$ cat config.mk
export PLATFORM = sky130hd
export DESIGN_NAME = hbsd_ctrl
export DESIGN_NICKNAME = d
export VERILOG_FILES = /design/src/sv/hbsd_pkg.sv /design/src/sv/hbsd_ctrl.sv
export SDC_FILE = /design/constraint.sdc
export NUM_CORES = 1
export LEC_CHECK = 0
export BUFFER_PORTS_ARGS = -buffer_cell sky130_fd_sc_hd__buf_2
export CELL_PAD_IN_SITES_DETAIL_PLACEMENT = 1
export CELL_PAD_IN_SITES_GLOBAL_PLACEMENT = 1
export CORE_MARGIN = 2
export CORE_UTILIZATION = 42
export CTS_CLUSTER_SIZE = 40
export DETAILED_ROUTE_END_ITERATION = 8
export PLACE_DENSITY_LB_ADDON = 0.3
export REMOVE_ABC_BUFFERS = 1
export SLEW_MARGIN = 20
export SYNTH_ARGS = -nofsm -noshare
export SYNTH_HDL_FRONTEND = slang
export SYNTH_SLANG_ARGS = --single-unit
$ cat constraint.sdc
create_clock -name i_clk -period 5.9 [get_ports i_clk]
set_input_delay 0.59 -clock i_clk [delete_from_list [all_inputs] [get_ports i_clk]]
set_output_delay 0.59 -clock i_clk [all_outputs]
set_load 0.02 [all_outputs]
$ cat src/sv/hbsd_pkg.sv
`timescale 1ns / 1ps
// ----------------------------------------------------------------------------
// hbsd_pkg: shared types and constants of the Huffman bit-serial decoder
// Field widths, stream packing, operation and status codes, result struct.
// ----------------------------------------------------------------------------
package hbsd_pkg;

    // defaults for the top-level parameters
    localparam int DEF_MAX_NODES    = 512;
    localparam int DEF_MAX_CODE_LEN = 16;
    localparam int DEF_SYMBOL_BITS  = 16;

    // fixed field widths
    localparam int CODE_W   = 16;
    localparam int LEN_W    = 5;
    localparam int SYM_W    = 16;
    localparam int STATUS_W = 2;

    // stream widths, zero-filled to whole bytes
    localparam int S_TDATA_W = 40;
    localparam int M_TDATA_W = 24;

    // input tdata layout
    localparam int S_BITS_LSB = 0;
    localparam int S_LEN_LSB  = S_BITS_LSB + CODE_W;
    localparam int S_SYM_LSB  = S_LEN_LSB + LEN_W;
    localparam int S_DBIT_LSB = S_SYM_LSB + SYM_W;

    // output tdata layout
    localparam int M_STATUS_LSB = 0;
    localparam int M_LEAF_LSB   = M_STATUS_LSB + STATUS_W;
    localparam int M_SYM_LSB    = M_LEAF_LSB + 1;

    localparam logic OP_INSERT = 1'b0;
    localparam logic OP_DECODE = 1'b1;

    localparam logic [STATUS_W-1:0] ST_OK   = 2'd0;
    localparam logic [STATUS_W-1:0] ST_FAIL = 2'd1;
    localparam logic [STATUS_W-1:0] ST_FULL = 2'd2;

    typedef struct packed {
        logic                    operation;
        logic [CODE_W-1:0]       code_bits;
        logic [LEN_W-1:0]        code_length;
        logic signed [SYM_W-1:0] code_symbol;
        logic                    data_bit;
    } t_item;

    typedef struct packed {
        logic [STATUS_W-1:0]     status;
        logic                    is_leaf;
        logic signed [SYM_W-1:0] symbol;
    } t_result;

endpackage

$ cat src/sv/hbsd_ctrl.sv
`timescale 1ns / 1ps
// ----------------------------------------------------------------------------
// hbsd_ctrl: tree walk sequencer
// Read-modify-write of the node memory for inserts, child step and leaf
// check for decodes. Entry layout: {left child, right child, symbol}.
// ----------------------------------------------------------------------------
module hbsd_ctrl #(
    parameter int MAX_NODES    = hbsd_pkg::DEF_MAX_NODES,
    parameter int MAX_CODE_LEN = hbsd_pkg::DEF_MAX_CODE_LEN,
    parameter int SYMBOL_BITS  = hbsd_pkg::DEF_SYMBOL_BITS,
    localparam int NW  = $clog2(MAX_NODES),
    localparam int SW  = (SYMBOL_BITS < hbsd_pkg::SYM_W) ? SYMBOL_BITS : hbsd_pkg::SYM_W,
    localparam int EW  = 2 * NW + SW
) (
    input  logic              i_clk,
    input  logic              i_rst_n,
    input  logic              i_valid,
    output logic              o_ready,
    input  hbsd_pkg::t_item   i_item,
    output logic              o_res_valid,
    input  logic              i_res_free,
    output hbsd_pkg::t_result o_result,
    output logic              o_we,
    output logic [NW-1:0]     o_waddr,
    output logic [EW-1:0]     o_wdata,
    output logic [NW-1:0]     o_raddr,
    input  logic [EW-1:0]     i_rdata
);

    localparam int CNT_W = $clog2(MAX_NODES + 1);
    localparam int CLW   = $clog2(MAX_CODE_LEN + 1);
    localparam int BW    = 32;

    typedef enum logic [1:0] {
        S_IDLE,
        S_INS,
        S_DEC,
        S_CHK
    } t_state;

    t_state              r_state, n_state;
    logic [CNT_W-1:0]    r_used, n_used;
    logic [NW-1:0]       r_cur, n_cur;
    logic [2*NW-1:0]     r_cur_kids, n_cur_kids;
    logic [2*NW-1:0]     r_root_kids, n_root_kids;
    logic                r_failed, n_failed;
    logic [NW-1:0]       r_walk, n_walk;
    logic                r_fresh, n_fresh;
    logic [CLW-1:0]      r_i, n_i;
    logic [hbsd_pkg::CODE_W-1:0] r_bits, n_bits;
    logic [SW-1:0]       r_sym, n_sym;
    logic                r_bit, n_bit;
    logic [NW-1:0]       r_next, n_next;

    logic [2*NW-1:0]     rd_kids;
    logic [NW-1:0]       kl, kr, slot;
    logic                step_right;
    logic [BW-1:0]       bits_ext;
    logic [4:0]          bit_idx;
    logic                full;
    logic [NW-1:0]       new_idx;
    logic [2*NW-1:0]     dec_kids;
    logic [NW-1:0]       dec_next;
    logic signed [SW-1:0] sym_rd;
    logic [CLW-1:0]      len_sat;

    assign o_ready = (r_state == S_IDLE);

    // a freshly allocated node has no children yet; root children live in flops
    assign rd_kids = r_fresh ? '0 :
                     (r_walk == '0) ? r_root_kids : i_rdata[EW-1:SW];
    assign kl = rd_kids[2*NW-1:NW];
    assign kr = rd_kids[NW-1:0];

    assign bits_ext   = {{(BW - hbsd_pkg::CODE_W){1'b0}}, r_bits};
    assign bit_idx    = 5'(r_i - CLW'(1));
    assign step_right = bits_ext[bit_idx];
    assign slot       = step_right ? kr : kl;
    assign full       = (r_used == CNT_W'(MAX_NODES));
    assign new_idx    = r_used[NW-1:0];

    assign dec_kids = (r_cur == '0) ? r_root_kids : r_cur_kids;
    assign dec_next = r_bit ? dec_kids[NW-1:0] : dec_kids[2*NW-1:NW];
    assign sym_rd   = i_rdata[SW-1:0];

    assign len_sat = (32'(i_item.code_length) > MAX_CODE_LEN) ?
                     CLW'(MAX_CODE_LEN) : CLW'(i_item.code_length);

    always_comb begin
        n_state     = r_state;
        n_used      = r_used;
        n_cur       = r_cur;
        n_cur_kids  = r_cur_kids;
        n_root_kids = r_root_kids;
        n_failed    = r_failed;
        n_walk      = r_walk;
        n_fresh     = r_fresh;
        n_i         = r_i;
        n_bits      = r_bits;
        n_sym       = r_sym;
        n_bit       = r_bit;
        n_next      = r_next;
        o_we        = 1'b0;
        o_waddr     = r_walk;
        o_wdata     = {rd_kids, sym_rd};
        o_raddr     = r_walk;
        o_res_valid = 1'b0;
        o_result    = '0;

        unique case (r_state)
            S_IDLE: begin
                o_raddr = '0;
                if (i_valid) begin
                    if (i_item.operation == hbsd_pkg::OP_INSERT) begin
                        n_cur   = '0;
                        n_walk  = '0;
                        n_fresh = 1'b0;
                        n_i     = len_sat;
                        n_bits  = i_item.code_bits;
                        n_sym   = i_item.code_symbol[SW-1:0];
                        n_state = S_INS;
                    end else begin
                        n_bit   = i_item.data_bit;
                        n_state = S_DEC;
                    end
                end
            end
            S_INS: begin
                if (r_i == '0) begin
                    if (i_res_free) begin
                        o_we            = 1'b1;
                        o_wdata         = {rd_kids, r_sym};
                        o_res_valid     = 1'b1;
                        o_result.status = hbsd_pkg::ST_OK;
                        n_state         = S_IDLE;
                    end
                end else if (slot == '0) begin
                    if (full) begin
                        // write back so a fresh node leaves a clean entry
                        if (i_res_free) begin
                            o_we            = 1'b1;
                            o_res_valid     = 1'b1;
                            o_result.status = hbsd_pkg::ST_FULL;
                            n_failed        = 1'b1;
                            n_state         = S_IDLE;
                        end
                    end else begin
                        o_we    = 1'b1;
                        o_wdata = step_right ? {kl, new_idx, sym_rd} : {new_idx, kr, sym_rd};
                        n_used  = r_used + CNT_W'(1);
                        n_walk  = new_idx;
                        n_fresh = 1'b1;
                        n_i     = r_i - CLW'(1);
                    end
                end else begin
                    o_raddr = slot;
                    n_walk  = slot;
                    n_fresh = 1'b0;
                    n_i     = r_i - CLW'(1);
                end
            end
            S_DEC: begin
                if (r_failed || dec_next == '0) begin
                    if (i_res_free) begin
                        o_res_valid     = 1'b1;
                        o_result.status = hbsd_pkg::ST_FAIL;
                        n_failed        = 1'b1;
                        n_state         = S_IDLE;
                    end
                end else begin
                    o_raddr = dec_next;
                    n_next  = dec_next;
                    n_state = S_CHK;
                end
            end
            S_CHK: begin
                o_raddr = r_next;
                if (i_res_free) begin
                    o_res_valid     = 1'b1;
                    o_result.status = hbsd_pkg::ST_OK;
                    if (i_rdata[EW-1:SW] == '0) begin
                        o_result.is_leaf = 1'b1;
                        o_result.symbol  = hbsd_pkg::SYM_W'(sym_rd);
                        n_cur            = '0;
                    end else begin
                        n_cur      = r_next;
                        n_cur_kids = i_rdata[EW-1:SW];
                    end
                    n_state = S_IDLE;
                end
            end
            default: begin
                n_state = S_IDLE;
            end
        endcase

        if (o_we && o_waddr == '0) begin
            n_root_kids = o_wdata[EW-1:SW];
        end
    end

    always_ff @(posedge i_clk) begin
        if (!i_rst_n) begin
            r_state     <= S_IDLE;
            r_used      <= CNT_W'(1);
            r_cur       <= '0;
            r_root_kids <= '0;
            r_failed    <= 1'b0;
            r_walk      <= '0;
            r_fresh     <= 1'b0;
            r_i         <= '0;
        end else begin
            r_state     <= n_state;
            r_used      <= n_used;
            r_cur       <= n_cur;
            r_root_kids <= n_root_kids;
            r_failed    <= n_failed;
            r_walk      <= n_walk;
            r_fresh     <= n_fresh;
            r_i         <= n_i;
        end
    end

    always_ff @(posedge i_clk) begin
        r_cur_kids <= n_cur_kids;
        r_bits     <= n_bits;
        r_sym      <= n_sym;
        r_bit      <= n_bit;
        r_next     <= n_next;
    end

endmodule

* Word-level counts from Yosys, hierarchy flattened
Index checks and enable logic that the tools add are counted. Widths: inputs -> output; s select.
Operators by class: order comparisons 2, eq/ne operators 14, reduce and logical (&&, ||, !) cells 21, add/subtract/negate cells 2, bitwise operators 5, muxes and demuxes 73
Operator list (number):
- $mux 34 | 5
- $mux 9 | 12
- $mux 18 | 3
- $mux 17 | 3
- $logic_not 9->1 | 4
- $pmux 9 s2 | 2
- $pmux 9 s4 | 1
- $mux 5 | 6
- $mux 1 | 22
- $mux 2 | 11
- $logic_not 18->1 | 1
- $mux 16 | 1
- $ne 2x2->1 const B | 7
- $reduce_and 3->1 | 4
- $add 10x1->10 const B | 1
- $eq 10x10->1 const B | 1
- $pmux 5 s2 | 1
- $reduce_and 5->1 | 2
- $ne 3x3->1 const B | 3
- $pmux 2 s4 | 1
- $reduce_and 4->1 | 2
- $lt 5x6->1 const B | 1
- $pmux 2 s3 | 1
- $reduce_bool 2->1 | 3
- other kinds (13) | 19
Word-level totals: word-level logic and storage cells 130, bits of input ports 77, bits in registers 115, output and inout bits 74

* Logic depth before layout (Yosys ltp)
depth in word-level cells 9, mapped depth 12, gate-level depth less buffers 10

* Least setup slack after synthesis
Ideal clock, no wire load.
path type reg-to-reg, start register r_state[0], end register r_walk[0], in the netlist o_waddr[0], data required time 5783 ps, arrival 4899 ps, clock period less this slack 5016 ps, path slack 884 ps, path buffers 0, cell stages (with the launch flop) 9, library setup time 117 ps, cells stage by stage dfxtp_1 inv_1 ha_1 inv_1 nor3_1 a21oi_1 a21oi_1 nand2_1 a32o_1
Between the ends: cells in the longest elaborated chain, start to end 3, elaborated cells between the ends (all ways) 9, classes of those cells eq/ne (5); mux (1); reduce/logical (3)
Ends and longest elaborated chain:
- start: declaration | line hbsd_ctrl.sv:41 | t_state r_state, n_state;
- start signal: assignment | line hbsd_ctrl.sv:213 | r_state <= n_state;
- $logic_not 2->1 (*)
- net o_ready | line hbsd_ctrl.sv:18 | output logic o_ready,
- $ne 2x2->1 (no line) or $reduce_bool 2->1 (tied branches)
- $reduce_and 5->1 (no line)
- end signal: assignment | line hbsd_ctrl.sv:218 | r_walk <= n_walk;
- end: declaration | line hbsd_ctrl.sv:47 | logic [NW-1:0] r_walk, n_walk;
The timed path passes the listed nets; every way through them passes the cells marked *. A chain may end at the register's enable or synchronous reset.

==> qor.yml <==
status: "finished, final reports clean"
pin_count: 151
power.switching_uw: 610
core_um2: 15100
worst_pin_slew_ns: 1.06
cell_internal_pwr_mw: 1.69
synthArstFlopShare: 0
fin_cells: 983
rsz0062_at_grt: "no"
synth_cell_types: 61
skew_ns: 0.00676
dpl.hpwl_um: 16500
clk_path_buf_depth: 2
cts.sinks: 115
synth_edf_count: 60
worstPathArrival_ns: 4.30
post_cts_resized: 0
slowest_stage: "nand3_1"
grt_pass1_vias: 6140
ys_top_cells_by_count: "nand2_1 (80), edfxtp_1 (60), dfxtp_1 (55), mux2i_1 (51), nor2_1 (35)"
synth-seq-cells: 115
cts_tree: "yes"
drtIter0Drc: 469
post-route-drc-count: 0
yosys.area.top_type: "edfxtp_1"
rows: 45
grt_pass1_wl_um: 34800
path_cells: "inv_1 -> ha_1 -> xor2_4 -> mux4_2 -> or2_0 -> and3_4 -> o21ai_1 -> nand3_1 -> nor3_1 -> buf_2"
p_per_area_nw_per_um2: 289
fin_crit_ns: 4.89
yosys.area.top_type_share: 0.280
clk_pin_slew_ns: 0.06
max_freq_ghz: 0.204
die_w_um: 128
crit_required_ns: 5.31
max-vdd-ir-drop_uv: 201
hold_buffers: 0
synth.area.top_cells: "edfxtp_1 (28%), dfxtp_1 (17%), mux2i_1 (7.9%)"
rrSetupSlack_ns: 1.80
dieArea_um2: 16300
vias_per_cell: 6.09
ant_nets: 0
antenna_found_initial: 0
setup.worst_path.start_class: "flip-flop"
grt.total_usage: 0.281
critPathCaptureType: "output pin"
cp_max_fo: 21
num_vias: 5984
synth_ff_type: "edfxtp_1"
die-height_um: 128
ys_seq_area_frac: 0.451
whs_ns: 0.338
relSlewSlack: 0.290
clk_latency_ns: 0.42
clock_power_share: 0.474
grt-ovfl-total: 0
yosys_warnings: 0
netSwitchingFraction: 0.266
synthCells: 642
dpl.cell_count: 951
seqPwrFrac: 0.384
htreeDepth: 4
slew_viol_final: 0
period_share: 0.830
floorplan.initialDensity: 0.426
combPwrFrac: 0.141
min_path_type: "in2reg"
hold_viol_final: 0
post_cts_buffers: 0
grt_max_degree: 55
critical_path_class: "reg2out"
rr_startpoint: "r_i[0]"
synth_most_common_cell: "nand2_1"
drv_cap: 0
wirelength_um: 22600
slowest_delay_ns: 0.59
syn_area_um2: 6430
setup_tns_ns: 0
holdCritStartpoint: "i_item[15]"
avgSynthCellArea_um2: 10.0
port_buffers: 150
layout.nets: 867
wl_per_cell_um: 23.0
drive_gt1_frac: 0.301
cts_root_buf: "clkbuf_16"
routabilityCongestion: 0.957
numCtsBuffers: 17
drt_pass1_iterations: 5
area_growth_pct: 23.4
antenna_cells: 0
p_leak_nw: 3.05
setup_viol: 0
worstSetupStartpoint: "r_i[0]"
-- worst max-delay path, delay by kind of cell, from the launching register on --
kind	cells	cell delay, ns
DFF	1	0.47
AOI/OAI and AO/OA	1	0.28
xor gates and xnor gates	1	0.35
muxes	1	0.54
buffers and inverters	2	0.38
adders and majority gates	1	0.33
and+or+nand+nor	4	1.53
-- power groups by stage --
stage	registers [mW]	clock network (mW)	logic [mW]
2_1_floorplan	0.893	0	0.203
3_3_place_gp	0.897	0	0.307
3_5_place_dp	0.899	0	0.317
4_1_cts	0.882	1.10	0.322
5_1_grt	0.885	1.14	0.348
6_report	0.883	1.09	0.324
-- cell usage in the layout, fill, tap and decap left out, types with 19 or more instances in the layout --
cell type  instances
a21oi_1           30
buf_2            150
dfxtp_1           55
edfxtp_1          60
inv_1             21
mux2_2            19
mux2i_1           51
nand2_1           80
nor2_1            35
nor3_1            25
o21ai_0           20
-- cells by family (layout without fill, tap and decap cells) --
kind of cell | count (synthesis) | in the layout | synth area share
adders and majority gates | 8 | 8 | 0.0156
xor gates and xnor gates | 2 | 2 | 0.00564
and+or+nand+nor | 244 | 244 | 0.196
buffers and inverters | 60 | 213 | 0.0401
muxes | 80 | 80 | 0.148
AOI/OAI and AO/OA | 133 | 133 | 0.144
DFF | 115 | 115 | 0.451
-- worst paths after layout --
check / depth (start not counted) / end
min reg2reg: 2 / r_used[9]
max: 10 / o_result[18]
max reg2reg: 10 / r_used[7]
min: 1 / r_sym[14]
-- layout make-up --
type	instances	area [µm²]
flip-flops and latches	115	2900
multi-input cells	467	3280
clock buffers	17	425
inverters	21	78.8
well taps	188	235
fillers	1742	7150
clock inverters	15	189
repair buffers	160	826
-- through the flow --
step	instance area (µm²)	util	power [mW]	setup WS, ns
final	7940	0.526	2.30	1.01
after global routing	7940	0.526	2.37	0.772
after CTS	7940	0.526	2.31	1.00
after detailed placement	7330	0.485	1.22	1.56
after global placement	7330	0.485	1.20	1.72
after floorplan	6250	-	1.10	0.884
-- registers in the layout, indices dropped and copies added (netlist names) --
signal / flops
r_bit: 1
r_cur: 9
r_next: 9
o_waddr: 9
r_i: 5
r_state: 2
r_bits: 16
r_cur_kids: 18
r_used: 10
r_sym: 16
r_failed: 1
r_root_kids: 18
r_fresh: 1
-- metal layers --
| metal | global-route usage | part of all wire | vias to the layer above |
|---|---|---|---|
| met5 | 0 | 0 | - |
| met4 | 0.109 | 0.027 | 0 |
| met3 | 0.0668 | 0.068 | 51 |
| met2 | 0.482 | 0.51 | 243 |
| met1 | 0.342 | 0.40 | 2990 |
| li1 | - | - | 2700 |
No activity file was read; power rests on OpenSTA's default activity.
