### src/sv/hbsd_ram.sv
`timescale 1ns / 1ps
// ----------------------------------------------------------------------------
// hbsd_ram: generic simple dual-port RAM
// One write port, one read port, read data registered.
// ----------------------------------------------------------------------------
module hbsd_ram #(
    parameter int WIDTH = 8,
    parameter int DEPTH = 16
) (
    input  logic                     i_clk,
    input  logic                     i_we,
    input  logic [$clog2(DEPTH)-1:0] i_waddr,
    input  logic [WIDTH-1:0]         i_wdata,
    input  logic [$clog2(DEPTH)-1:0] i_raddr,
    output logic [WIDTH-1:0]         o_rdata
);

    logic [WIDTH-1:0] r_mem [DEPTH];
    logic [WIDTH-1:0] r_rdata;

    always_ff @(posedge i_clk) begin
        if (i_we) begin
            r_mem[i_waddr] <= i_wdata;
        end
        r_rdata <= r_mem[i_raddr];
    end

    assign o_rdata = r_rdata;

endmodule

### config.mk
export PLATFORM = sky130hd
export DESIGN_NAME = hbsd_ram
export DESIGN_NICKNAME = d
export VERILOG_FILES = /design/src/sv/hbsd_ram.sv
export SDC_FILE = /design/constraint.sdc
export NUM_CORES = 1
export LEC_CHECK = 0
export ABC_AREA = 1
export BUFFER_PORTS_ARGS = -buffer_cell sky130_fd_sc_hd__clkbuf_2
export CORE_ASPECT_RATIO = 1.1
export CORE_MARGIN = 3
export CORE_UTILIZATION = 50
export DETAILED_ROUTE_END_ITERATION = 16
export PLACE_DENSITY = 0.72
export SLEW_MARGIN = 10
export SYNTH_ARGS = -nofsm -noshare
export SYNTH_HDL_FRONTEND = slang
export SYNTH_SLANG_ARGS = --single-unit
### constraint.sdc
create_clock -name i_clk -period 1.6 [get_ports i_clk]
set_clock_uncertainty 0.2 [all_clocks]
set_input_delay 0.16 -clock i_clk [delete_from_list [all_inputs] [get_ports i_clk]]
set_output_delay 0.16 -clock i_clk [all_outputs]
set_load 0.1 [all_outputs]
Yosys cells after proc, flatten, opt, wreduce, memory -nomap -nowiden. Memories as Yosys holds them, arrays and structs flattened. A register that Yosys moved wholly into a read port is not among the register bits. Cells that the tools add are included.

Bits of input ports: 18. ROM bits: 0. Memories kept: 1. RAM bits: 128. Output and inout port bits: 8. Register bits after elaboration: 0. Latch bits: 0.

Memory list: r_mem (depth 16, bits a word 8, read ports 1, clocked after Yosys merged registers in 1, write ports 1, line 18) `logic [WIDTH-1:0] r_mem [DEPTH];`.

Eq/ne operators: 0. Reductions and logical operators: 0. Multiplexer cells: 2. Order comparisons: 0. Div/mod/pow operators: 0. Add/sub/neg operators: 0. $mul: 0. Shift operators: 0. Bitwise gates (word level): 0.

Operator list (count): 1-bit two-way mux (2).

Longest topological paths before layout. Gate-level depths: netlist of the first run.

Word-level depth: 2. Depth in mapped cells: 8. Gate-level depth less buffers: 7.

Least setup slack after synthesis of the first run. Ideal clock, no wire load.

Path kind: input -> register. Start point: in i_waddr[2]. End point: mem r_mem[10][0], enable pin. Library setup time: 0.370 ns. Slack: 0.289 ns. Arrival: 0.741 ns. Cell stages on the path: 2. Cell sequence: nand3b_1 -> nor2_1.

RTL lines: start, declared (line 12) `input logic [$clog2(DEPTH)-1:0] i_waddr,`; end, declared (line 18).

Straight into the memory's write port.

Worst setup path after layout of the first run.
Start point: reg r_rdata[3], in the netlist o_rdata[3] (read register of r_mem). End point: out o_rdata[3].

RTL lines: start, declared (line 19) `logic [WIDTH-1:0] r_rdata;`; end, declared (line 15) `output logic [WIDTH-1:0] o_rdata`.

No word-level cell between the ends.

==> flow_metrics.env, run 1 <==
export IMPL_initial_antenna_violation_count=0
export IMPL_number_of_fill_cells=843
export IMPL_synth_cell_types=12
export IMPL_worst_path_max_fanout=1
export IMPL_critical_path_top_delay_family="buffers and inverters"
export IMPL_rr_worst_depth=6
export IMPL_postLayoutCellArea_um2=6770
export IMPL_floorplan_die_height_um=119
export IMPL_worst_skew_pair_late_latency_ns=0.41
export IMPL_timing_setup_critical_path_class="flop to primary output"
export IMPL_initial_utilization=0.519
export IMPL_dr_pass1_iters=7
export IMPL_crit_reg2reg_launch="r_mem[15][7]"
export IMPL_ranking_of_synthesized_cells_by_instance_count="173 x nand2_1, 128 x edfxtp_1, 100 x inv_1"
export IMPL_antennaDiodeCount=0
export IMPL_timing_rr_end="o_rdata[7]"
export IMPL_wl_um=12300
export IMPL_worst_setup_hold_path_clk_slew_ns=0.05
export IMPL_synthesis_nets=569
export IMPL_drt_iter0_drc=410
export IMPL_report_final_slew_viol_count=0
export IMPL_grt_util_all_layers=0.207
export IMPL_power_static_leakage_nw=2.97
export IMPL_syn_cell_area_um2=5770
export IMPL_cts_root_to_sink_buffers=2
export IMPL_irDropWorstVdd_mv=0.805
export IMPL_synthesis_yosys_warnings=0
export IMPL_synth_area_leader_cell="edfxtp_1"
export IMPL_drtAntennaViolNets=0
export IMPL_synth_enable_flop_cells=128
export IMPL_synthToLayoutAreaGrowth_pct=17.3
export IMPL_placementRows=40
export IMPL_placedInstanceArea_um2=6140
export IMPL_holdCritStartpoint="i_wdata[1]"
export IMPL_ioPinCount=26
export IMPL_tritoncts_num_buffers=17
export IMPL_post_synth_main_area_contributors="edfxtp_1 67%, nand2_1 11%, nand3_1 8.4%"
export IMPL_htreeDepth=4
export IMPL_power_density_nw_per_um2=1260
export IMPL_clock_sinks=136
export IMPL_final_period_minus_worst_setup_slack_ns=1.57
export IMPL_whs_path_depth=1
export IMPL_globalRoute_totalOverflow=0
export IMPL_postSynth_topFlopCell="edfxtp_1"
export IMPL_setup_tns_final_ns=0
export IMPL_grt_max_degree=45
export IMPL_via_count=3813
export IMPL_hold_viol=0
export IMPL_timing_hold_worst_endpoint="r_mem[6][1]"
export IMPL_chip_width_um=108
export IMPL_buffer_ports_inserted=25
export IMPL_critical_path_endpoint_type="primary output"
export IMPL_tritoncts="done"
export IMPL_outcome="complete, no violations"
export IMPL_timing_final_setup_violations=0
export IMPL_cts_root_buffer="clkbuf_16"
export IMPL_viasPerCell=5.04
export IMPL_gpl_final_weighted_congestion=0.843
export IMPL_core_area_um2=11100
export IMPL_first_pass_grt_wire_length_um=19300
export IMPL_post_synth_top_count_cell="nand2_1"
export IMPL_cpPeakStageDelay_ns=0.46
export IMPL_synthDominantCellAreaShare=0.667
export IMPL_synth_yosys_seq_area_share=0.694
export IMPL_ff2ff_setup_slack_ns=0.35
export IMPL_fp_dieArea_um2=12900
export IMPL_worst_slew_pin_slew_ns=0.541
export IMPL_critical_path_slowest_cell="clkbuf_2"
export IMPL_routed_wire_length_per_instance_um=16.3
export IMPL_path_buf_inv=1
export IMPL_max_slew_margin_rel=0.641
export IMPL_async_reset_ff_frac=0
export IMPL_synth_seq_cells=136
export IMPL_type_of_element_launching_the_critical_path="flop"
export IMPL_timing_critical_path_arrival_ns=1.21
export IMPL_critical_path_required_ns=1.24
export IMPL_timing_fmax_ghz=0.636
export IMPL_final_period_utilization=0.982
export IMPL_drc_errors=0
export IMPL_post_route_cells_drive_above_1_share=0.130
export IMPL_final_net_count=614
export IMPL_max_cap_viol_count=0
export IMPL_synth_instances=551
export IMPL_synth_avg_cell_area_um2=10.5
export IMPL_grt_pass1_vias=3622
export IMPL_worstHoldPathType="input port to flop"
export IMPL_crit_chain="clkbuf_2"
export IMPL_grt_setup_unrepaired="false"
export IMPL_detailed_place_hpwl_um=7550
metal layers:
metal  global-route usage  share of wire
met3               0.0530          0.073
met4               0.0947          0.032
met1                0.275           0.42
met2                0.322           0.47
met5                    0              0
final cells by class:
class / count / area [µm²] / area share
repair buffers: 50 / 380 / 0.0562
clock inverters: 8 / 119 / 0.0176
inverters: 102 / 383 / 0.0566
multi-input cells: 289 / 1210 / 0.179
clock buffers: 24 / 482 / 0.0712
well taps: 147 / 184 / 0.0272
flip-flops and latches: 136 / 4000 / 0.592
worst max path at each step:
| stage | end | cells past startpoint | from | slack (ns) |
|---|---|---|---|---|
| 2_1_floorplan | r_mem[10][0] | 2 | i_waddr[2] | 0.29 |
| 3_3_place_gp | o_rdata[7] | 8 | i_raddr[0] | 0.21 |
| 3_5_place_dp | o_rdata[7] | 8 | i_raddr[0] | 0.17 |
| 4_1_cts | o_rdata[3] | 1 | o_rdata[3] | 0.01 |
| 5_1_grt | o_rdata[3] | 1 | o_rdata[3] | 0.004 |
| 6_report | o_rdata[3] | 1 | o_rdata[3] | 0.03 |
stage by stage:
| stage | utilization | setup slack, ns | power, W | hold WS [ns] | instances |
|---|---|---|---|---|---|
| after global placement | 0.553 | 0.206 | 0.00473 | 0.334 | 723 |
| final | 0.609 | 0.0284 | 0.00855 | 0.0115 | 756 |
| after detailed placement | 0.553 | 0.175 | 0.00474 | 0.328 | 723 |
| after global routing | 0.609 | 0.00361 | 0.00884 | 0.0309 | 756 |
| after floorplan | - | 0.289 | 0.00453 | 0.0589 | 551 |
| after CTS | 0.609 | 0.0141 | 0.00861 | 0.00558 | 756 |
cell families after synthesis:
family | after synthesis | synth area share
buf+inv | 126 | 0.0952
flops | 136 | 0.694
simple gates | 289 | 0.210
layout by cell type (no fill, tap or decap):
| cell | synthesis | routed |
|---|---|---|
| dfxtp_1 | 8 | 8 |
| edfxtp_1 | 128 | 128 |
| clkbuf_1 | 0 | 4 |
| nand3_1 | 97 | 97 |
| clkinv_4 | 0 | 1 |
| inv_2 | 2 | 2 |
| nor2_1 | 17 | 17 |
| bufinv_16 | 0 | 3 |
| clkbuf_2 | 0 | 19 |
| nand2_1 | 173 | 173 |
| dlygate4sd3_1 | 0 | 1 |
| clkbuf_16 | 0 | 17 |
| inv_1 | 100 | 100 |
| nand3b_1 | 2 | 2 |
| buf_12 | 0 | 4 |
| buf_4 | 4 | 21 |
| clkinv_2 | 0 | 4 |
| clkbuf_4 | 0 | 5 |
| clkbuf_8 | 0 | 3 |
where the power goes:
part,leakage (nW),internal (W),total (W),switching (W)
combinational,1.45,0.000166,0.000667,0.000500
clock,0.298,0.00256,0.00386,0.00130
sequential,1.22,0.00399,0.00402,0.0000308
total,2.97,0.00672,0.00855,0.00183
timing repair:
action	in CTS	in global routing
hold endpoints to repair	8	0
endpoints found under the setup margin	5	0
buffers inserted	0	0
resized for setup	5	0
hold buffers	1	0
sequential cells by signal, summed over array words and instances (netlist names):
name / cells
o_rdata: 8
r_mem: 128
Power figures use the tool's default switching activity.
==> inputs of run 2 (changes only) <==
--- a/config.mk
+++ b/config.mk
@@ -10,6 +10,7 @@
 export CORE_ASPECT_RATIO = 1.1
 export CORE_MARGIN = 3
 export CORE_UTILIZATION = 50
+export CTS_BUF_LIST = sky130_fd_sc_hd__clkbuf_4 sky130_fd_sc_hd__clkbuf_8 sky130_fd_sc_hd__clkbuf_16
 export DETAILED_ROUTE_END_ITERATION = 16
 export PLACE_DENSITY = 0.72
 export SLEW_MARGIN = 10
==> run 2 against run 1 <==
- power grew 0.96%
- core utilization grew 0.14 points
- die area is the same
- wire length grew 0.56%
- via count is essentially flat
- maximum frequency grew 0.40%
- non-clock buffer count is the same
- critical path depth is the same
- critical path type unchanged
- critical endpoint unchanged
- largest cell class unchanged
- largest power group unchanged
- highest routed layer unchanged
==> flow_metrics.env, run 2 (synthesis results as in run 1) <==
export IMPL_irDropWorstVdd_mv=0.809
export IMPL_cts_setup_buffers=0
export IMPL_place_detailed_instances=723
export IMPL_critical_path_endpoint_type="primary output"
export IMPL_post_route_cells_drive_above_1_share=0.136
export IMPL_grt_pass1_vias=3625
export IMPL_wl_um=12400
export IMPL_ff2ff_setup_slack_ns=0.37
export IMPL_timing_final_setup_violations=0
export IMPL_ioPinCount=26
export IMPL_outcome="complete, no violations"
export IMPL_globalRoute_totalOverflow=0
export IMPL_crit_reg2reg_launch="r_mem[15][7]"
export IMPL_grt_max_degree=45
export IMPL_routed_wire_length_per_instance_um=16.4
export IMPL_viasPerCell=5.05
export IMPL_setup_tns_final_ns=0
export IMPL_finish_cell_count_without_fillers=756
export IMPL_grt_setup_unrepaired="false"
export IMPL_worst_path_max_fanout=1
export IMPL_cp_num_cells=1
export IMPL_first_pass_grt_wire_length_um=19400
export IMPL_final_critical_path_setup_slack_ns=0.0347
export IMPL_worstHoldPathType="input port to flop"
export IMPL_htreeDepth=4
export IMPL_drtAntennaViolNets=0
export IMPL_worst_slew_pin_slew_ns=0.541
export IMPL_cp_endpoint="o_rdata[3]"
export IMPL_power_density_nw_per_um2=1270
export IMPL_max_cap_viol_count=0
export IMPL_power_static_leakage_nw=2.98
export IMPL_rr_worst_depth=6
export IMPL_hold_viol=0
export IMPL_core_area_um2=11100
export IMPL_chip_width_um=108
export IMPL_layout_cells_most_common_list="173 x nand2_1, 128 x edfxtp_1, 100 x inv_1"
export IMPL_max_slew_margin_rel=0.641
export IMPL_critical_path_required_ns=1.24
export IMPL_placementRows=40
export IMPL_type_of_element_launching_the_critical_path="flop"
export IMPL_gpl_final_weighted_congestion=0.843
export IMPL_clock_sinks=136
export IMPL_timing_rr_end="o_rdata[7]"
export IMPL_largest_register="r_mem"
export IMPL_largest_register_ffs=128
export IMPL_cts_root_to_sink_buffers=2
export IMPL_drc_errors=0
export IMPL_timing_critical_path_arrival_ns=1.21
export IMPL_drt_iter0_drc=410
export IMPL_timing_fmax_ghz=0.639
export IMPL_initial_utilization=0.519
export IMPL_via_count=3815
export IMPL_worst_skew_pair_late_latency_ns=0.41
export IMPL_report_final_slew_viol_count=0
export IMPL_floorplan_die_height_um=119
export IMPL_preCtsSetupSlack_ns=0.175
export IMPL_dr_pass1_iters=5
export IMPL_crit_chain="clkbuf_2"
export IMPL_final_period_utilization=0.978
export IMPL_final_period_minus_worst_setup_slack_ns=1.57
export IMPL_initial_antenna_violation_count=0
export IMPL_timing_setup_critical_path_class="flop to primary output"
export IMPL_critical_path_slowest_cell="clkbuf_2"
export IMPL_detailed_place_hpwl_um=7550
export IMPL_critical_path_top_delay_family="buffers and inverters"
export IMPL_whs_ns=0.0185
export IMPL_final_net_count=614
export IMPL_grt_util_all_layers=0.208
export IMPL_buffer_ports_inserted=25
export IMPL_final_common_cell="nand2_1"
export IMPL_cpPeakStageDelay_ns=0.46
export IMPL_tritoncts="done"
export IMPL_synthToLayoutAreaGrowth_pct=17.6
export IMPL_worst_setup_hold_path_clk_slew_ns=0.05
export IMPL_layout_core_utilization=0.610
export IMPL_cts_root_buffer="clkbuf_16"
export IMPL_tritoncts_num_buffers=17
export IMPL_fp_dieArea_um2=12900
export IMPL_timing_critical_path_from="o_rdata[3]"
export IMPL_antennaDiodeCount=0
export IMPL_path_buf_inv=1
-- run 2: how the worst min path moves through the flow --
stage / start / to / depth (start not counted)
finish: i_wdata[1] / r_mem[6][1] / 1
global route: i_wdata[1] / r_mem[8][1] / 1
CTS: i_wdata[4] / r_mem[9][4] / 1
detailed placement: i_raddr[3] / o_rdata[2] / 3
global placement: i_raddr[3] / o_rdata[6] / 3
floorplan: i_wdata[0] / r_mem[0][0] / 0
-- run 2: where the power goes --
part	switching, W	internal [W]	total [W]
Combinational	0.000500	0.000166	0.000666
Sequential	0.0000305	0.00399	0.00402
Clock	0.00132	0.00263	0.00395
Total	0.00185	0.00678	0.00863
-- run 2: stage by stage --
stage	total power [W]	cell area, µm²
after floorplan	0.00453	5770
after global placement	0.00473	6140
after detailed placement	0.00474	6140
after CTS	0.00868	6780
after global routing	0.00892	6780
final	0.00863	6780
-- run 2: per-layer routing --
layer | share of wire | global-route usage | up-vias
li1 | - | - | 1867
met2 | 0.48 | 0.321 | 169
met3 | 0.085 | 0.0601 | 27
met4 | 0.031 | 0.0868 | 0
met1 | 0.41 | 0.275 | 1752
met5 | 0 | 0 | -
-- run 2: cell type report --
type	count	area, µm²
Sequential cell	136	4000
Clock buffer	24	497
Fill cell	832	4330
Timing Repair Buffer	50	380
Clock inverter	8	119
Multi-Input combinational cell	289	1210
Inverter	102	383
Tap cell	147	184
-- run 2: worst register-to-register path, stage by stage, from the launching register on --
cell	delay, ns
edfxtp_1	0.37
inv_1	0.07
nand2_1	0.05
nand3_1	0.09
nand3_1	0.09
nand3_1	0.17
nand2_1	0.07
-- run 2: what timing repair did --
| action | 4_1_cts | 5_1_grt |
|---|---|---|
| resized for setup | 5 | 0 |
| endpoints found under the hold margin | 8 | 0 |
| setup endpoints to repair | 5 | 0 |
| hold buffers | 1 | 0 |
==> inputs of run 3 (changes only) <==
--- a/config.mk
+++ b/config.mk
@@ -13,6 +13,7 @@
 export CTS_BUF_LIST = sky130_fd_sc_hd__clkbuf_4 sky130_fd_sc_hd__clkbuf_8 sky130_fd_sc_hd__clkbuf_16
 export DETAILED_ROUTE_END_ITERATION = 16
 export PLACE_DENSITY = 0.72
+export RECOVER_POWER = 50
 export SLEW_MARGIN = 10
 export SYNTH_ARGS = -nofsm -noshare
 export SYNTH_HDL_FRONTEND = slang
==> run 3 against run 2 <==
- non-clock buffer count unchanged
- flip-flop and latch count is the same
- critical path depth stayed put
- worst hold slack better by 0.080 ns
- die area did not move
- core utilization fell by 0.14 points
- sequential share of layout area rose by 0.13 points
- sequential power is essentially flat
- cell count did not move
- global-route usage unchanged
- largest cell class unchanged
==> flow_metrics.env, run 3 (synthesis results as in run 1) <==
export IMPL_outcome="complete, no violations"
export IMPL_power_static_leakage_nw=2.95
export IMPL_critical_path_required_ns=1.24
export IMPL_placementRows=40
export IMPL_wl_um=12400
export IMPL_post_route_cells_drive_above_1_share=0.120
export IMPL_path_buf_inv=1
export IMPL_drc_errors=0
export IMPL_final_common_cell="nand2_1"
export IMPL_initial_antenna_violation_count=0
export IMPL_drtAntennaViolNets=0
export IMPL_preCtsSetupSlack_ns=0.175
export IMPL_chip_width_um=108
export IMPL_cpPeakStageDelay_ns=0.46
export IMPL_crit_chain="clkbuf_2"
export IMPL_grt_pass1_vias=3625
export IMPL_timing_fmax_ghz=0.639
export IMPL_setup_tns_final_ns=0
export IMPL_timing_setup_critical_path_class="flop to primary output"
export IMPL_worst_path_max_fanout=1
export IMPL_power_density_nw_per_um2=1270
export IMPL_detailed_place_hpwl_um=7550
export IMPL_cts_root_buffer="clkbuf_16"
export IMPL_worst_setup_hold_path_clk_slew_ns=0.05
export IMPL_viasPerCell=5.05
export IMPL_first_pass_grt_wire_length_um=19400
export IMPL_worst_slew_pin_slew_ns=0.928
export IMPL_layout_cells_most_common_list="173 x nand2_1, 128 x edfxtp_1, 100 x inv_1"
export IMPL_critical_path_endpoint_type="primary output"
export IMPL_routed_wire_length_per_instance_um=16.4
export IMPL_worst_skew_pair_late_latency_ns=0.41
export IMPL_buffer_ports_inserted=25
export IMPL_via_count=3821
export IMPL_timing_critical_path_arrival_ns=1.20
export IMPL_gpl_final_weighted_congestion=0.843
export IMPL_final_net_count=614
export IMPL_grt_max_degree=45
export IMPL_irDropWorstVdd_mv=0.808
export IMPL_antennaDiodeCount=0
export IMPL_floorplan_die_height_um=119
export IMPL_final_critical_path_setup_slack_ns=0.0354
export IMPL_drt_iter0_drc=417
export IMPL_report_final_slew_viol_count=0
export IMPL_htreeDepth=4
export IMPL_max_slew_margin_rel=0.382
export IMPL_clock_sinks=136
export IMPL_cts_setup_buffers=0
export IMPL_final_period_minus_worst_setup_slack_ns=1.56
export IMPL_cts_root_to_sink_buffers=2
export IMPL_tritoncts_num_buffers=17
export IMPL_dr_pass1_iters=5
export IMPL_timing_final_setup_violations=0
export IMPL_max_cap_viol_count=0
export IMPL_critical_path_top_delay_family="buffers and inverters"
export IMPL_initial_utilization=0.519
export IMPL_fp_dieArea_um2=12900
export IMPL_critical_path_slowest_cell="clkbuf_2"
export IMPL_grt_util_all_layers=0.208
export IMPL_worstHoldPathType="input port to flop"
export IMPL_largest_register="r_mem"
export IMPL_type_of_element_launching_the_critical_path="flop"
export IMPL_largest_register_ffs=128
export IMPL_grt_setup_unrepaired="false"
export IMPL_synthToLayoutAreaGrowth_pct=17.3
export IMPL_globalRoute_totalOverflow=0
export IMPL_final_period_utilization=0.978
export IMPL_hold_viol=0
export IMPL_core_area_um2=11100
export IMPL_ioPinCount=26
export IMPL_tritoncts="done"
export IMPL_number_of_fill_cells=843
==> run 3: cell count changes in the layout (fill, tap and decap cells not counted), sizes merged <==
cell | previous run | this run
clkbuf | 48 | 49
buf | 25 | 24
==> run 3: final cells by class <==
type	count	area (µm²)	share of cell area
Clock inverter	8	119	0.0176
Inverter	102	383	0.0566
Tap cell	147	184	0.0272
Multi-Input combinational cell	289	1210	0.179
Clock buffer	24	497	0.0734
Sequential cell	136	4000	0.592
Timing Repair Buffer	50	365	0.0540
==> run 3: final timing paths <==
check,endpoint,startpoint,slack [ns],cells after the start
worst max-delay path,o_rdata[3],o_rdata[3],0.04,1
worst min-delay path,o_rdata[2],i_raddr[2],0.1,5
worst max register to register,o_rdata[7],r_mem[15][7],0.37,6
worst min register to register,o_rdata[6],r_mem[11][6],0.46,6
==> run 3: metrics by stage <==
stage / util / power (W) / hold WS (ns) / instances / area [µm²]
final: 0.609 / 0.00862 / 0.0983 / 756 / 6770
after global routing: 0.609 / 0.00892 / 0.126 / 756 / 6770
after CTS: 0.610 / 0.00868 / 0.00468 / 756 / 6780
after detailed placement: 0.553 / 0.00474 / 0.328 / 723 / 6140
after global placement: 0.553 / 0.00473 / 0.334 / 723 / 6140
after floorplan: - / 0.00453 / 0.0589 / 551 / 5770
==> run 3: timing repair <==
action | in CTS | in global routing
gates resized for setup | 5 | 0
hold buffers | 1 | 0
setup endpoints to repair | 5 | 0
endpoints found under the hold margin | 8 | 0
==> run 3: layer usage <==
layer  vias up  track usage  part of all wire
met1      1771        0.275              0.40
met3        31       0.0601             0.083
met5         -            0                 0
met2       152        0.321              0.48
li1       1867            -                 -
met4         0       0.0868             0.036
==> run 3: where the power goes <==
part,switching [W],internal [W],total (W)
Combinational,0.000501,0.000163,0.000664
Sequential,0.0000306,0.00399,0.00402
Clock,0.00131,0.00263,0.00394
Total,0.00184,0.00678,0.00862
