$ cat src/sv/hbsd_pkg.sv
`timescale 1ns / 1ps
// ----------------------------------------------------------------------------
// hbsd_pkg: shared types and constants of the Huffman bit-serial decoder
// Field widths, stream packing, operation and status codes, result struct.
// ----------------------------------------------------------------------------
package hbsd_pkg;

    // defaults for the top-level parameters
    localparam int DEF_MAX_NODES    = 512;
    localparam int DEF_MAX_CODE_LEN = 16;
    localparam int DEF_SYMBOL_BITS  = 16;

    // fixed field widths
    localparam int CODE_W   = 16;
    localparam int LEN_W    = 5;
    localparam int SYM_W    = 16;
    localparam int STATUS_W = 2;

    // stream widths, zero-filled to whole bytes
    localparam int S_TDATA_W = 40;
    localparam int M_TDATA_W = 24;

    // input tdata layout
    localparam int S_BITS_LSB = 0;
    localparam int S_LEN_LSB  = S_BITS_LSB + CODE_W;
    localparam int S_SYM_LSB  = S_LEN_LSB + LEN_W;
    localparam int S_DBIT_LSB = S_SYM_LSB + SYM_W;

    // output tdata layout
    localparam int M_STATUS_LSB = 0;
    localparam int M_LEAF_LSB   = M_STATUS_LSB + STATUS_W;
    localparam int M_SYM_LSB    = M_LEAF_LSB + 1;

    localparam logic OP_INSERT = 1'b0;
    localparam logic OP_DECODE = 1'b1;

    localparam logic [STATUS_W-1:0] ST_OK   = 2'd0;
    localparam logic [STATUS_W-1:0] ST_FAIL = 2'd1;
    localparam logic [STATUS_W-1:0] ST_FULL = 2'd2;

    typedef struct packed {
        logic                    operation;
        logic [CODE_W-1:0]       code_bits;
        logic [LEN_W-1:0]        code_length;
        logic signed [SYM_W-1:0] code_symbol;
        logic                    data_bit;
    } t_item;

    typedef struct packed {
        logic [STATUS_W-1:0]     status;
        logic                    is_leaf;
        logic signed [SYM_W-1:0] symbol;
    } t_result;

endpackage

$ cat src/sv/hbsd_out_reg.sv
`timescale 1ns / 1ps
// ----------------------------------------------------------------------------
// hbsd_out_reg: result output register
// Holds one finished result until the downstream side takes it.
// ----------------------------------------------------------------------------
module hbsd_out_reg (
    input  logic              i_clk,
    input  logic              i_rst_n,
    input  logic              i_valid,
    output logic              o_ready,
    input  hbsd_pkg::t_result i_result,
    output logic              o_valid,
    input  logic              i_ready,
    output hbsd_pkg::t_result o_result
);

    logic              r_valid;
    hbsd_pkg::t_result r_result;

    assign o_ready = !r_valid || i_ready;

    always_ff @(posedge i_clk) begin
        if (!i_rst_n) begin
            r_valid <= 1'b0;
        end else if (o_ready) begin
            r_valid <= i_valid;
        end
    end

    always_ff @(posedge i_clk) begin
        if (o_ready && i_valid) begin
            r_result <= i_result;
        end
    end

    assign o_valid  = r_valid;
    assign o_result = r_result;

endmodule

$ cat config.mk
export PLATFORM = sky130hd
export DESIGN_NAME = hbsd_out_reg
export DESIGN_NICKNAME = d
export VERILOG_FILES = /design/src/sv/hbsd_pkg.sv /design/src/sv/hbsd_out_reg.sv
export SDC_FILE = /design/constraint.sdc
export NUM_CORES = 1
export LEC_CHECK = 0
export ABC_AREA = 1
export BUFFER_PORTS_ARGS = -buffer_cell sky130_fd_sc_hd__buf_2
export CORE_MARGIN = 2
export CORE_UTILIZATION = 41
export CTS_BUF_LIST = sky130_fd_sc_hd__clkbuf_16
export DETAILED_ROUTE_END_ITERATION = 7
export PLACE_DENSITY_LB_ADDON = 0.12
export SLEW_MARGIN = 20
export SYNTH_ARGS = -nofsm -noshare
export SYNTH_HDL_FRONTEND = slang
export SYNTH_SLANG_ARGS = --single-unit
$ cat constraint.sdc
create_clock -name i_clk -period 4.6 [get_ports i_clk]
set_input_delay 0.92 -clock i_clk [delete_from_list [all_inputs] [get_ports i_clk]]
set_output_delay 0.92 -clock i_clk [all_outputs]
set_load 0.05 [all_outputs]
### Yosys cells after proc, flatten, opt, wreduce, memory -nomap -nowiden

Cells that the tools add are included.

| storage, ports and cells | value |
|---|---|
| word-level logic and storage cells | 7 |
| RAM bits | 0 |
| memories | 0 |
| output and inout port bits | 21 |
| input port bits | 23 |
| bits in latches | 0 |
| ROM bits | 0 |
| register bits after elaboration | 20 |

| cells by class | value |
|---|---|
| shift operators | 0 |
| equality and inequality tests | 0 |
| order comparisons | 0 |
| multiplexer cells | 0 |
| multipliers | 0 |
| reductions and logical operators | 3 |
| bitwise gates (word level) | 0 |
| div/mod/pow operators | 0 |
| $add $sub $neg | 0 |

Operators by type and width:

| kind | count |
|---|---|
| $logic_and 1x1->1 | 1 |
| $logic_not 1->1 | 1 |
| $logic_or 1x1->1 | 1 |

### Depth between registers and ports, before layout

Gate-level depths: netlist (run 1).

| depth | value |
|---|---|
| depth in word-level cells | 3 |
| depth in mapped cells | 3 |

### Least setup slack after synthesis (run 1)

OpenSTA, ideal clock, no wires.

| timing path | value |
|---|---|
| path kind | in2reg |
| start point | input port i_valid |
| end point | register r_result, in the netlist o_result[0] (enable) |
| stages on the path | 2 |
| arrival | 1.932 ns |
| setup time | 0.401 ns |
| data required time | 4.199 ns |
| slack | 2.267 ns |
| cell sequence | inv_1 a21oi_1 |

| between the ends | value |
|---|---|
| word-level cells in the longest chain between the ends | 1 |

Ends and longest elaborated chain:

| element | RTL line | source |
|---|---|---|
| start: declaration | hbsd_out_reg.sv:9 | `input logic i_valid,` |
| $logic_and 1x1->1 | hbsd_out_reg.sv:31 | `if (o_ready && i_valid) begin` |
| end signal: assignment | hbsd_out_reg.sv:32 | `r_result <= i_result;` |
| end: declaration | hbsd_out_reg.sv:18 | `hbsd_pkg::t_result r_result;` |

No other way between the ends.
A chain may end at the register's enable or synchronous reset.

### Final worst setup path (run 1)

| timing path | value |
|---|---|
| start point | input port i_ready |
| end point | output port o_ready |

| between the ends | value |
|---|---|
| word-level cells in the longest chain between the ends | 1 |

Ends and longest elaborated chain:

| element | RTL line | source |
|---|---|---|
| start: declaration | hbsd_out_reg.sv:13 | `input logic i_ready,` |
| $logic_or 1x1->1 | hbsd_out_reg.sv:20 | `assign o_ready = !r_valid \|\| i_ready;` |
| end: declaration | hbsd_out_reg.sv:10 | `output logic o_ready,` |

No other way between the ends.

==> flow_summary.json, run 1 <==
{
  "status": "complete, no violations",
  "sequential_cell_area_sq_um": 591,
  "cts_htree_levels": 1,
  "num_rows": 14,
  "max_slew_margin_pct": 35.5,
  "drt_iter0_drc": 1,
  "top_level_ports": 44,
  "die_y_microns": 42.9,
  "clock_sink_count": 20,
  "fillerInstances": 116,
  "numCtsBuffers": 3,
  "worst_ep_arrival_time_ns": 1.35,
  "syn_nets": 49,
  "final_cell_mix": "43 x sky130_fd_sc_hd__buf_2, 19 x sky130_fd_sc_hd__edfxtp_1, 3 x sky130_fd_sc_hd__clkbuf_16",
  "p_seq_share_pct": 42.2,
  "syn-mean-instance-area_sq_um": 23.9,
  "ys.warnings.count": 0,
  "overflow_left_after_global_routing": 0,
  "postLayoutCoreUtil_pct": 65.6,
  "critical_path.endpoint_type": "primary output",
  "areaGrowthSynthToFinish_pct": 55.3,
  "cts_buffer_depth": 2,
  "detailroute.via_count": 391,
  "swShare_pct": 21.8,
  "cts_hold_buf": 0,
  "first_pass_iters": 2,
  "gpl.final_weighted_congestion": 0.608,
  "seq_area_frac_synth_pct": 95.0,
  "core_area_sq_um": 1470,
  "layout_commonest_cell": "sky130_fd_sc_hd__buf_2",
  "timing_worst_slew_pin_value_ns": 0.968,
  "clock_power_share_pct": 45.5,
  "grt_max_degree": 20,
  "fp.dieW_microns": 42.9,
  "final.setup_skew_ns": 0.000832,
  "fmax_mhz": 440,
  "preCtsSetupSlack_ns": 2.33,
  "route.detailed.drc": 0,
  "antenna_cells": 0,
  "max_stage_delay_ns": 0.26,
  "final-setup-viol-count": 0,
  "clk_pin_slew_worst_paths_ns": 0.05,
  "tritoncts_clock_tree": "yes",
  "combPwrFrac_pct": 12.3,
  "post-route-period-util_pct": 49.4,
  "power.internal_w": 0.000399,
  "fin_nets": 97,
  "clock_tree.root_cell": "sky130_fd_sc_hd__clkbuf_16",
  "power.ir.vdd_worst_mv": 0.372,
  "area_of_the_multi_input_gates_sq_um": 23.8,
  "pleak_nw": 0.432,
  "timing.setup.tns_ns": 0,
  "totalPowerFinal_w": 0.000510,
  "timing.critical_path.max_delay_family": "buffers and inverters",
  "grt_pass1_vias": 411,
  "final-hold-violation-count": 0,
  "timing.final.ws_setup_ns": 2.33,
  "first_pass_grt_wire_length_mm": 1.75,
  "avgViaCountPerCell": 4.39,
  "route.antenna.remaining_nets": 0,
  "worstSkewPairLatency_ns": 0.25,
  "crit_top_cell": "sky130_fd_sc_hd__buf_2",
  "crit_path_cell_trace": "buf_2 -> inv_2 -> nand2_2 -> buf_2",
  "postRouteWirelength_mm": 1.14,
  "rsz_0062_raised_after_global_routing": "false",
  "wl_per_cell_microns": 12.8,
  "die_area_sq_um": 1840,
  "cts_setup_buffers": 0,
  "crit_path_max_fo": 2,
  "synth_seq_cells": 20,
  "floorplan.initialDensity_pct": 42.3,
  "hp-class": "reg2reg",
  "worstPathBufferInverterCount": 3,
  "drive_above_1_share_pct": 69.9,
  "criticalPathCategory": "in2out",
  "cp-start-kind": "primary input",
  "track_usage_pct": 14.1,
  "critical_path.slowest_cell": "sky130_fd_sc_hd__buf_2",
  "syn_inst": 26,
  "post_cts_resize_count": 0,
  "max-cap-violations": 0,
  "power.density_nw_per_um2": 528,
  "worst_ep_required_time_ns": 3.68,
  "syn-cell-area_sq_um": 622,
  "drv_slew": 0,
  "grt_antenna_before_repair": 0,
  "synth.lib_cells_used.distinct": 7,
  "min_period_ns": 2.27,
  "port_buffers": 43,
  "net-switching-power_w": 0.000111
}
==> final timing paths <==
path / startpoint / cells past startpoint / endpoint / slack [ns]
max: i_ready / 4 / o_ready / 2.33
min: o_valid$_SDFFE_PN0P_ / 2 / o_valid$_SDFFE_PN0P_ / 0.50
min reg2reg: o_valid$_SDFFE_PN0P_ / 2 / o_valid$_SDFFE_PN0P_ / 0.50
max reg2reg: o_valid$_SDFFE_PN0P_ / 1 / o_result[9]$_DFFE_PP_ / 3.15
==> power by group through the flow <==
stage	logic, W	registers, W	clock network, W
6_report	0.0000626	0.000215	0.000232
5_1_grt	0.0000658	0.000216	0.000247
4_1_cts	0.0000632	0.000215	0.000238
3_5_place_dp	0.0000628	0.000219	0
3_3_place_gp	0.0000623	0.000219	0
2_1_floorplan	0.00000635	0.000256	0
==> logic make-up (layout without fill, tap and decap cells) <==
family,Yosys count,count (layout),share of synthesized area (%)
simple gates,1,1,1.01
compound gates,2,2,2.21
buf+inv,3,50,1.81
flops,20,20,95.0
==> per-layer routing <==
metal / vias to the layer above / GRT usage [%] / routed length (microns)
li1: 191 / - / -
met1: 175 / 14.9 / 429
met2: 25 / 21.8 / 600
met3: 0 / 8.51 / 111
met4: 0 / 7.27 / 0
met5: - / 0 / 0
==> registers in the layout, summed over array words and instances (netlist names) <==
name and flops:
o_valid 1, o_result 19
==> through the flow <==
stage | cells | area (sq um) | hold WS [ns]
3_3_place_gp | 85 | 861 | 0.489
3_5_place_dp | 85 | 861 | 0.491
6_report | 89 | 966 | 0.497
4_1_cts | 89 | 966 | 0.501
5_1_grt | 89 | 966 | 0.540
2_1_floorplan | 26 | 622 | 0.924
==> synthesized netlist by cell type <==
cell type / count / area share [%]
sky130_fd_sc_hd__inv_1: 2 / 1.2
sky130_fd_sc_hd__inv_2: 1 / 0.60
sky130_fd_sc_hd__nand2_2: 1 / 1.0
sky130_fd_sc_hd__a21oi_2: 1 / 1.4
sky130_fd_sc_hd__edfxtp_1: 19 / 92
sky130_fd_sc_hd__dfxtp_1: 1 / 3.2
sky130_fd_sc_hd__a21oi_1: 1 / 0.80
==> cell type report <==
cell class / count / area share (%)
multi-input combinational: 3 / 2.46
clock inverter: 1 / 3.11
clock buffer: 3 / 7.77
tap: 16 / 2.07
sequential: 20 / 61.1
timing repair buffer: 43 / 22.3
inverter: 3 / 1.17
Note: power is estimated with default switching activity, not from simulation.
==> inputs of run 2 (changes only) <==
ABC_AREA = 0   (was 1)
CORE_UTILIZATION = 34   (was 41)
clock period = 1.9 ns   (was 4.6 ns; I/O delays follow)
==> run 2 against run 1 <==
Against the previous run:
- sequential share of layout area is 0.86 points lower
- clock skew is 0.0011 ns higher
- combinational power is 140% higher
- clock-buffer cell count stayed put
- utilization is 8.9 points lower
- worst setup slack worse by 1.7 ns
- final area is 1.4% higher
- critical path type is now reg2out
==> flow_summary.json, run 2 <==
{
  "wl_per_cell_microns": 9.83,
  "status": "complete, no violations",
  "cts_htree_levels": 1,
  "numCtsBuffers": 3,
  "drt_iter0_drc": 4,
  "synth-edff-count": 19,
  "synth_async_sr_flop_share_pct": 0,
  "cts_buffer_depth": 2,
  "port_buffers": 43,
  "max_slew_margin_pct": 82.9,
  "timing.setup.tns_ns": 0,
  "layout_commonest_cell": "sky130_fd_sc_hd__buf_2",
  "clock_sink_count": 20,
  "post-route-period-util_pct": 68.1,
  "num_rows": 15,
  "final_design_instance_area_without_fill_sq_um": 980,
  "worstSkewPairLatency_ns": 0.24,
  "drive_above_1_share_pct": 70.4,
  "seq_area_frac_synth_pct": 94.0,
  "worst_ep_required_time_ns": 1.52,
  "yosys-top-cells-area": "sky130_fd_sc_hd__edfxtp_1 91%, sky130_fd_sc_hd__dfxtp_1 3.2%, sky130_fd_sc_hd__nand2b_4 2.2%",
  "fmax_mhz": 773,
  "drv_slew": 0,
  "first_pass_iters": 3,
  "max-cap-violations": 0,
  "route.detailed.drc": 0,
  "die_area_sq_um": 2210,
  "post_cts_resize_count": 0,
  "power.ir.vdd_worst_mv": 0.605,
  "timing_worst_slew_pin_value_ns": 0.258,
  "cts_setup_buffers": 0,
  "syn-cell-area_sq_um": 628,
  "cp-start-kind": "flop",
  "pleak_nw": 0.433,
  "final-hold-violation-count": 0,
  "crit_path_max_fo": 3,
  "syn_nets": 47,
  "criticalPathCategory": "reg2out",
  "floorplan.initialDensity_pct": 36.4,
  "netlist.area_leader.share_pct": 90.8,
  "final-setup-viol-count": 0,
  "tritoncts_clock_tree": "yes",
  "ys.warnings.count": 0,
  "critical_path.endpoint_type": "primary output",
  "areaGrowthSynthToFinish_pct": 56.0,
  "grt_max_degree": 20,
  "final_cell_mix": "43 x sky130_fd_sc_hd__buf_2, 19 x sky130_fd_sc_hd__edfxtp_1, 3 x sky130_fd_sc_hd__clkbuf_16",
  "die_y_microns": 47.0,
  "ys.flop_type": "sky130_fd_sc_hd__edfxtp_1",
  "fp.dieW_microns": 47.0,
  "overflow_left_after_global_routing": 0,
  "detailroute.via_count": 371,
  "antenna_cells": 0,
  "synth_seq_cells": 20,
  "yosysMostFrequentCell": "sky130_fd_sc_hd__edfxtp_1",
  "top_level_ports": 44,
  "track_usage_pct": 8.78,
  "area_of_the_multi_input_gates_sq_um": 33.8,
  "sequential_cell_area_sq_um": 591,
  "dpl-instance-area_sq_um": 875,
  "hp-class": "in2reg",
  "cts_hold_buf": 0,
  "final.setup_skew_ns": 0.00192,
  "power.density_nw_per_um2": 1250,
  "gpl.final_weighted_congestion": 0.654,
  "fin_nets": 95,
  "clock_tree.root_cell": "sky130_fd_sc_hd__clkbuf_16",
  "synth.lib_cells_used.distinct": 6,
  "grt_pass1_vias": 328,
  "clk_pin_slew_worst_paths_ns": 0.05,
  "min_period_ns": 1.29,
  "largest_register_ffs": 19,
  "syn-mean-instance-area_sq_um": 26.2,
  "synth_top_cell_by_area": "sky130_fd_sc_hd__edfxtp_1",
  "route.antenna.remaining_nets": 0,
  "avgViaCountPerCell": 3.86,
  "fillerInstances": 157,
  "worst_ep_arrival_time_ns": 0.91,
  "rsz_0062_raised_after_global_routing": "false",
  "first_pass_grt_wire_length_mm": 1.28,
  "grt_antenna_before_repair": 0,
  "core_area_sq_um": 1730,
  "syn_inst": 24,
  "postRouteWirelength_microns": 944
}
## run 2: cell types whose count changed in the layout (fill, tap and decap cells not counted), sizes merged
cell and delta:
inv -2, a21oi -2, nand2 -1, a21boi +1, nand2b +1, and2 +1
## run 2: logic make-up after synthesis
group / synth area share (%)
compound gates: 1.79
buf+inv: 0.597
flops: 94.0
simple gates: 3.59
## run 2: routing by layer
metal / GRT usage [%] / wire length (microns)
met1: 9.82 / 371
met2: 14.2 / 476
met3: 3.46 / 96
met4: 5.00 / 0
met5: 0 / 0
## run 2: final timing paths
check | from | endpoint | slack (ns) | cells past startpoint
setup / recovery | o_valid$_SDFFE_PN0P_ | o_ready | 0.61 | 2
hold / removal | i_result[15] | o_result[15]$_DFFE_PP_ | 0.31 | 1
setup reg to reg | o_valid$_SDFFE_PN0P_ | o_result[17]$_DFFE_PP_ | 0.88 | 2
hold reg to reg | o_valid$_SDFFE_PN0P_ | o_valid$_SDFFE_PN0P_ | 0.50 | 2
## run 2: final cells by class
class | count | share of cell area, %
clock inverters | 1 | 3.07
repair buffers | 43 | 22.0
multi-input cells | 3 | 3.45
well taps | 25 | 3.19
clock buffers | 3 | 7.66
inverters | 1 | 0.383
flip-flops and latches | 20 | 60.3
## run 2: critical path, stage by stage (launching register included)
cell and delay (ns):
sky130_fd_sc_hd__dfxtp_1 0.33, sky130_fd_sc_hd__nand2b_4 0.08, sky130_fd_sc_hd__buf_2 0.26
## run 2: through the flow
step	util (%)	power (W)	setup slack, ns	instances	hold slack [ns]
after floorplan	-	0.000636	0.474	24	0.479
after global placement	50.7	0.000681	0.693	92	0.492
after detailed placement	50.7	0.000682	0.691	92	0.496
after CTS	56.7	0.00124	0.599	96	0.303
after global routing	56.7	0.00127	0.574	96	0.301
final	56.7	0.00123	0.607	96	0.307
## run 2: power breakdown
group | leakage, nW | total, W | switching (W) | internal, W
Combinational | 0.189 | 0.000152 | 0.000115 | 0.0000371
Sequential | 0.192 | 0.000520 | 0.00000604 | 0.000514
Clock | 0.0511 | 0.000554 | 0.000137 | 0.000417
==> inputs of run 3 (changes only) <==
clock period = 1.05 ns   (was 1.9 ns; I/O delays follow)
==> run 3 against run 2 <==
Against the previous run:
- wire length grew 19%
- sequential power up 81%
- sequential share of layout area is 2.1 points lower
- non-clock buffer count unchanged
- critical path depth unchanged
- clock-buffer cell count unchanged
- clock power up 39%
- first-iteration DRC count rose by 50%
- clock skew fell by 0.0014 ns
- global-route usage rose by 0.82 points
- combinational power rose by 100%
- worst setup slack lost 0.60 ns
- highest routed layer unchanged
==> flow_summary.json, run 3 (synthesis gave the netlist of run 2 again) <==
{
  "clk_pin_slew_worst_paths_ns": 0.05,
  "cts_hold_buf": 0,
  "numCtsBuffers": 3,
  "timing.reg2reg.worst_path_depth": 2,
  "areaGrowthSynthToFinish_pct": 62.6,
  "crit_path_max_fo": 4,
  "fmax_mhz": 957,
  "p_seq_share_pct": 46.7,
  "route.antenna.remaining_nets": 0,
  "detailroute.via_count": 394,
  "timing_worst_slew_pin_value_ns": 0.254,
  "drive_above_1_share_pct": 70.8,
  "antenna_cells": 0,
  "cts_buffer_depth": 2,
  "swShare_pct": 24.3,
  "first_pass_grt_wire_length_mm": 1.41,
  "max_slew_margin_pct": 83.2,
  "worstSkewPairLatency_ns": 0.25,
  "final_design_instance_area_without_fill_sq_um": 1020,
  "crit_path_cell_trace": "nand2b_4 -> buf_8",
  "max_stage_delay_ns": 0.35,
  "topRoutingLayerUsed": "met3",
  "wl_per_cell_microns": 11.5,
  "cts_htree_levels": 1,
  "worst_ep_arrival_time_ns": 0.83,
  "power.density_nw_per_um2": 1980,
  "hp-class": "in2reg",
  "final-hold-violation-count": 0,
  "floorplan.initialDensity_pct": 36.4,
  "die_y_microns": 47.0,
  "route.detailed.drc": 0,
  "layout_commonest_cell": "sky130_fd_sc_hd__buf_2",
  "drt_iter0_drc": 6,
  "clock_tree.root_cell": "sky130_fd_sc_hd__clkbuf_16",
  "final_cell_mix": "28 x sky130_fd_sc_hd__buf_2, 19 x sky130_fd_sc_hd__edfxtp_1, 11 x sky130_fd_sc_hd__buf_4",
  "tritoncts_clock_tree": "yes",
  "num_rows": 15,
  "cp-start-kind": "flop",
  "combPwrFrac_pct": 15.1,
  "route.met2.wl_microns": 620,
  "pleak_nw": 0.448,
  "fin_nets": 96,
  "timing.setup.tns_ns": 0,
  "fp.dieW_microns": 47.0,
  "post-route-period-util_pct": 99.5,
  "wl_met1_microns": 418,
  "fillerInstances": 139,
  "die_area_sq_um": 2210,
  "final.setup_skew_ns": 0.000471,
  "power.ir.vdd_worst_mv": 1.06,
  "power.internal_w": 0.00153,
  "totalPowerFinal_w": 0.00202,
  "largest_register_ffs": 19,
  "clock_power_share_pct": 38.2,
  "grt_max_degree": 20,
  "status": "complete, no violations",
  "critical_path.endpoint_type": "primary output",
  "final-setup-viol-count": 0,
  "core_area_sq_um": 1730,
  "drv_slew": 0,
  "clock_sink_count": 20,
  "port_buffers": 43,
  "critical_path.slowest_cell": "sky130_fd_sc_hd__dfxtp_4",
  "avgViaCountPerCell": 4.06,
  "worst_ep_required_time_ns": 0.84,
  "dpl-instance-area_sq_um": 878,
  "grt_antenna_before_repair": 0,
  "top_level_ports": 44,
  "postRouteWirelength_mm": 1.12,
  "hold-path-cell-count": 1,
  "first_pass_iters": 2,
  "net-switching-power_w": 0.000491,
  "overflow_left_after_global_routing": 0,
  "max-cap-violations": 0,
  "gpl.final_weighted_congestion": 0.654,
  "track_usage_pct": 9.60,
  "criticalPathCategory": "reg2out",
  "grt_pass1_vias": 355,
  "rsz_0062_raised_after_global_routing": "true",
  "dr_wl_met3_microns": 80,
  "cts_setup_buffers": 0,
  "whs_ns": 0.135,
  "min_period_ns": 1.04
}
==> run 3: layer usage <==
metal | GRT usage (%) | up-vias
li1 | - | 189
met1 | 11.4 | 184
met2 | 15.3 | 21
met3 | 3.46 | 0
met4 | 5.00 | 0
met5 | 0 | -
==> run 3: critical path, delay by kind of cell (launching register included) <==
family,cells,cell delay (ns)
buffers and inverters,1,0.15
flip-flops,1,0.35
AND/OR/NAND/NOR,1,0.09
==> run 3: what timing repair did <==
action                                  4_1_cts  5_1_grt
gates resized for setup                       4       28
cloned                                        0        1
endpoints found under the setup margin        3       32
pin swaps                                     0        1
==> run 3: power groups by stage <==
stage          clock [W]  sequential [W]  combinational (W)
6_report        0.000771        0.000943           0.000306
5_1_grt         0.000816        0.000947           0.000320
4_1_cts         0.000778        0.000940           0.000283
3_5_place_dp           0        0.000956           0.000278
3_3_place_gp           0        0.000955           0.000277
2_1_floorplan          0         0.00112          0.0000310
==> run 3: per-stage QoR <==
step	setup slack, ns	instances	utilization [%]
after global placement	0.0284	92	50.9
after detailed placement	0.0136	92	50.9
after CTS	-0.000286	96	56.1
final	0.00556	97	59.1
after global routing	-0.0150	97	59.1
after floorplan	-0.139	24	-
==> run 3: final cells by class <==
| class | instances | area [sq um] | area share [%] |
|---|---|---|---|
| Clock buffer | 3 | 75.1 | 7.35 |
| Multi-Input combinational cell | 4 | 41.3 | 4.04 |
| Inverter | 1 | 3.75 | 0.368 |
| Tap cell | 25 | 31.3 | 3.06 |
| Clock inverter | 1 | 3.75 | 0.368 |
| Timing Repair Buffer | 43 | 272 | 26.6 |
| Sequential cell | 20 | 594 | 58.2 |
==> run 3: final timing paths <==
kind	slack, ns	end	from
worst max register to register	0.03	o_result[4]$_DFFE_PP_	o_valid$_SDFFE_PN0P_
worst min-delay path	0.13	o_result[16]$_DFFE_PP_	i_result[16]
worst max-delay path	0.006	o_ready	o_valid$_SDFFE_PN0P_
worst min register to register	0.53	o_valid$_SDFFE_PN0P_	o_valid$_SDFFE_PN0P_
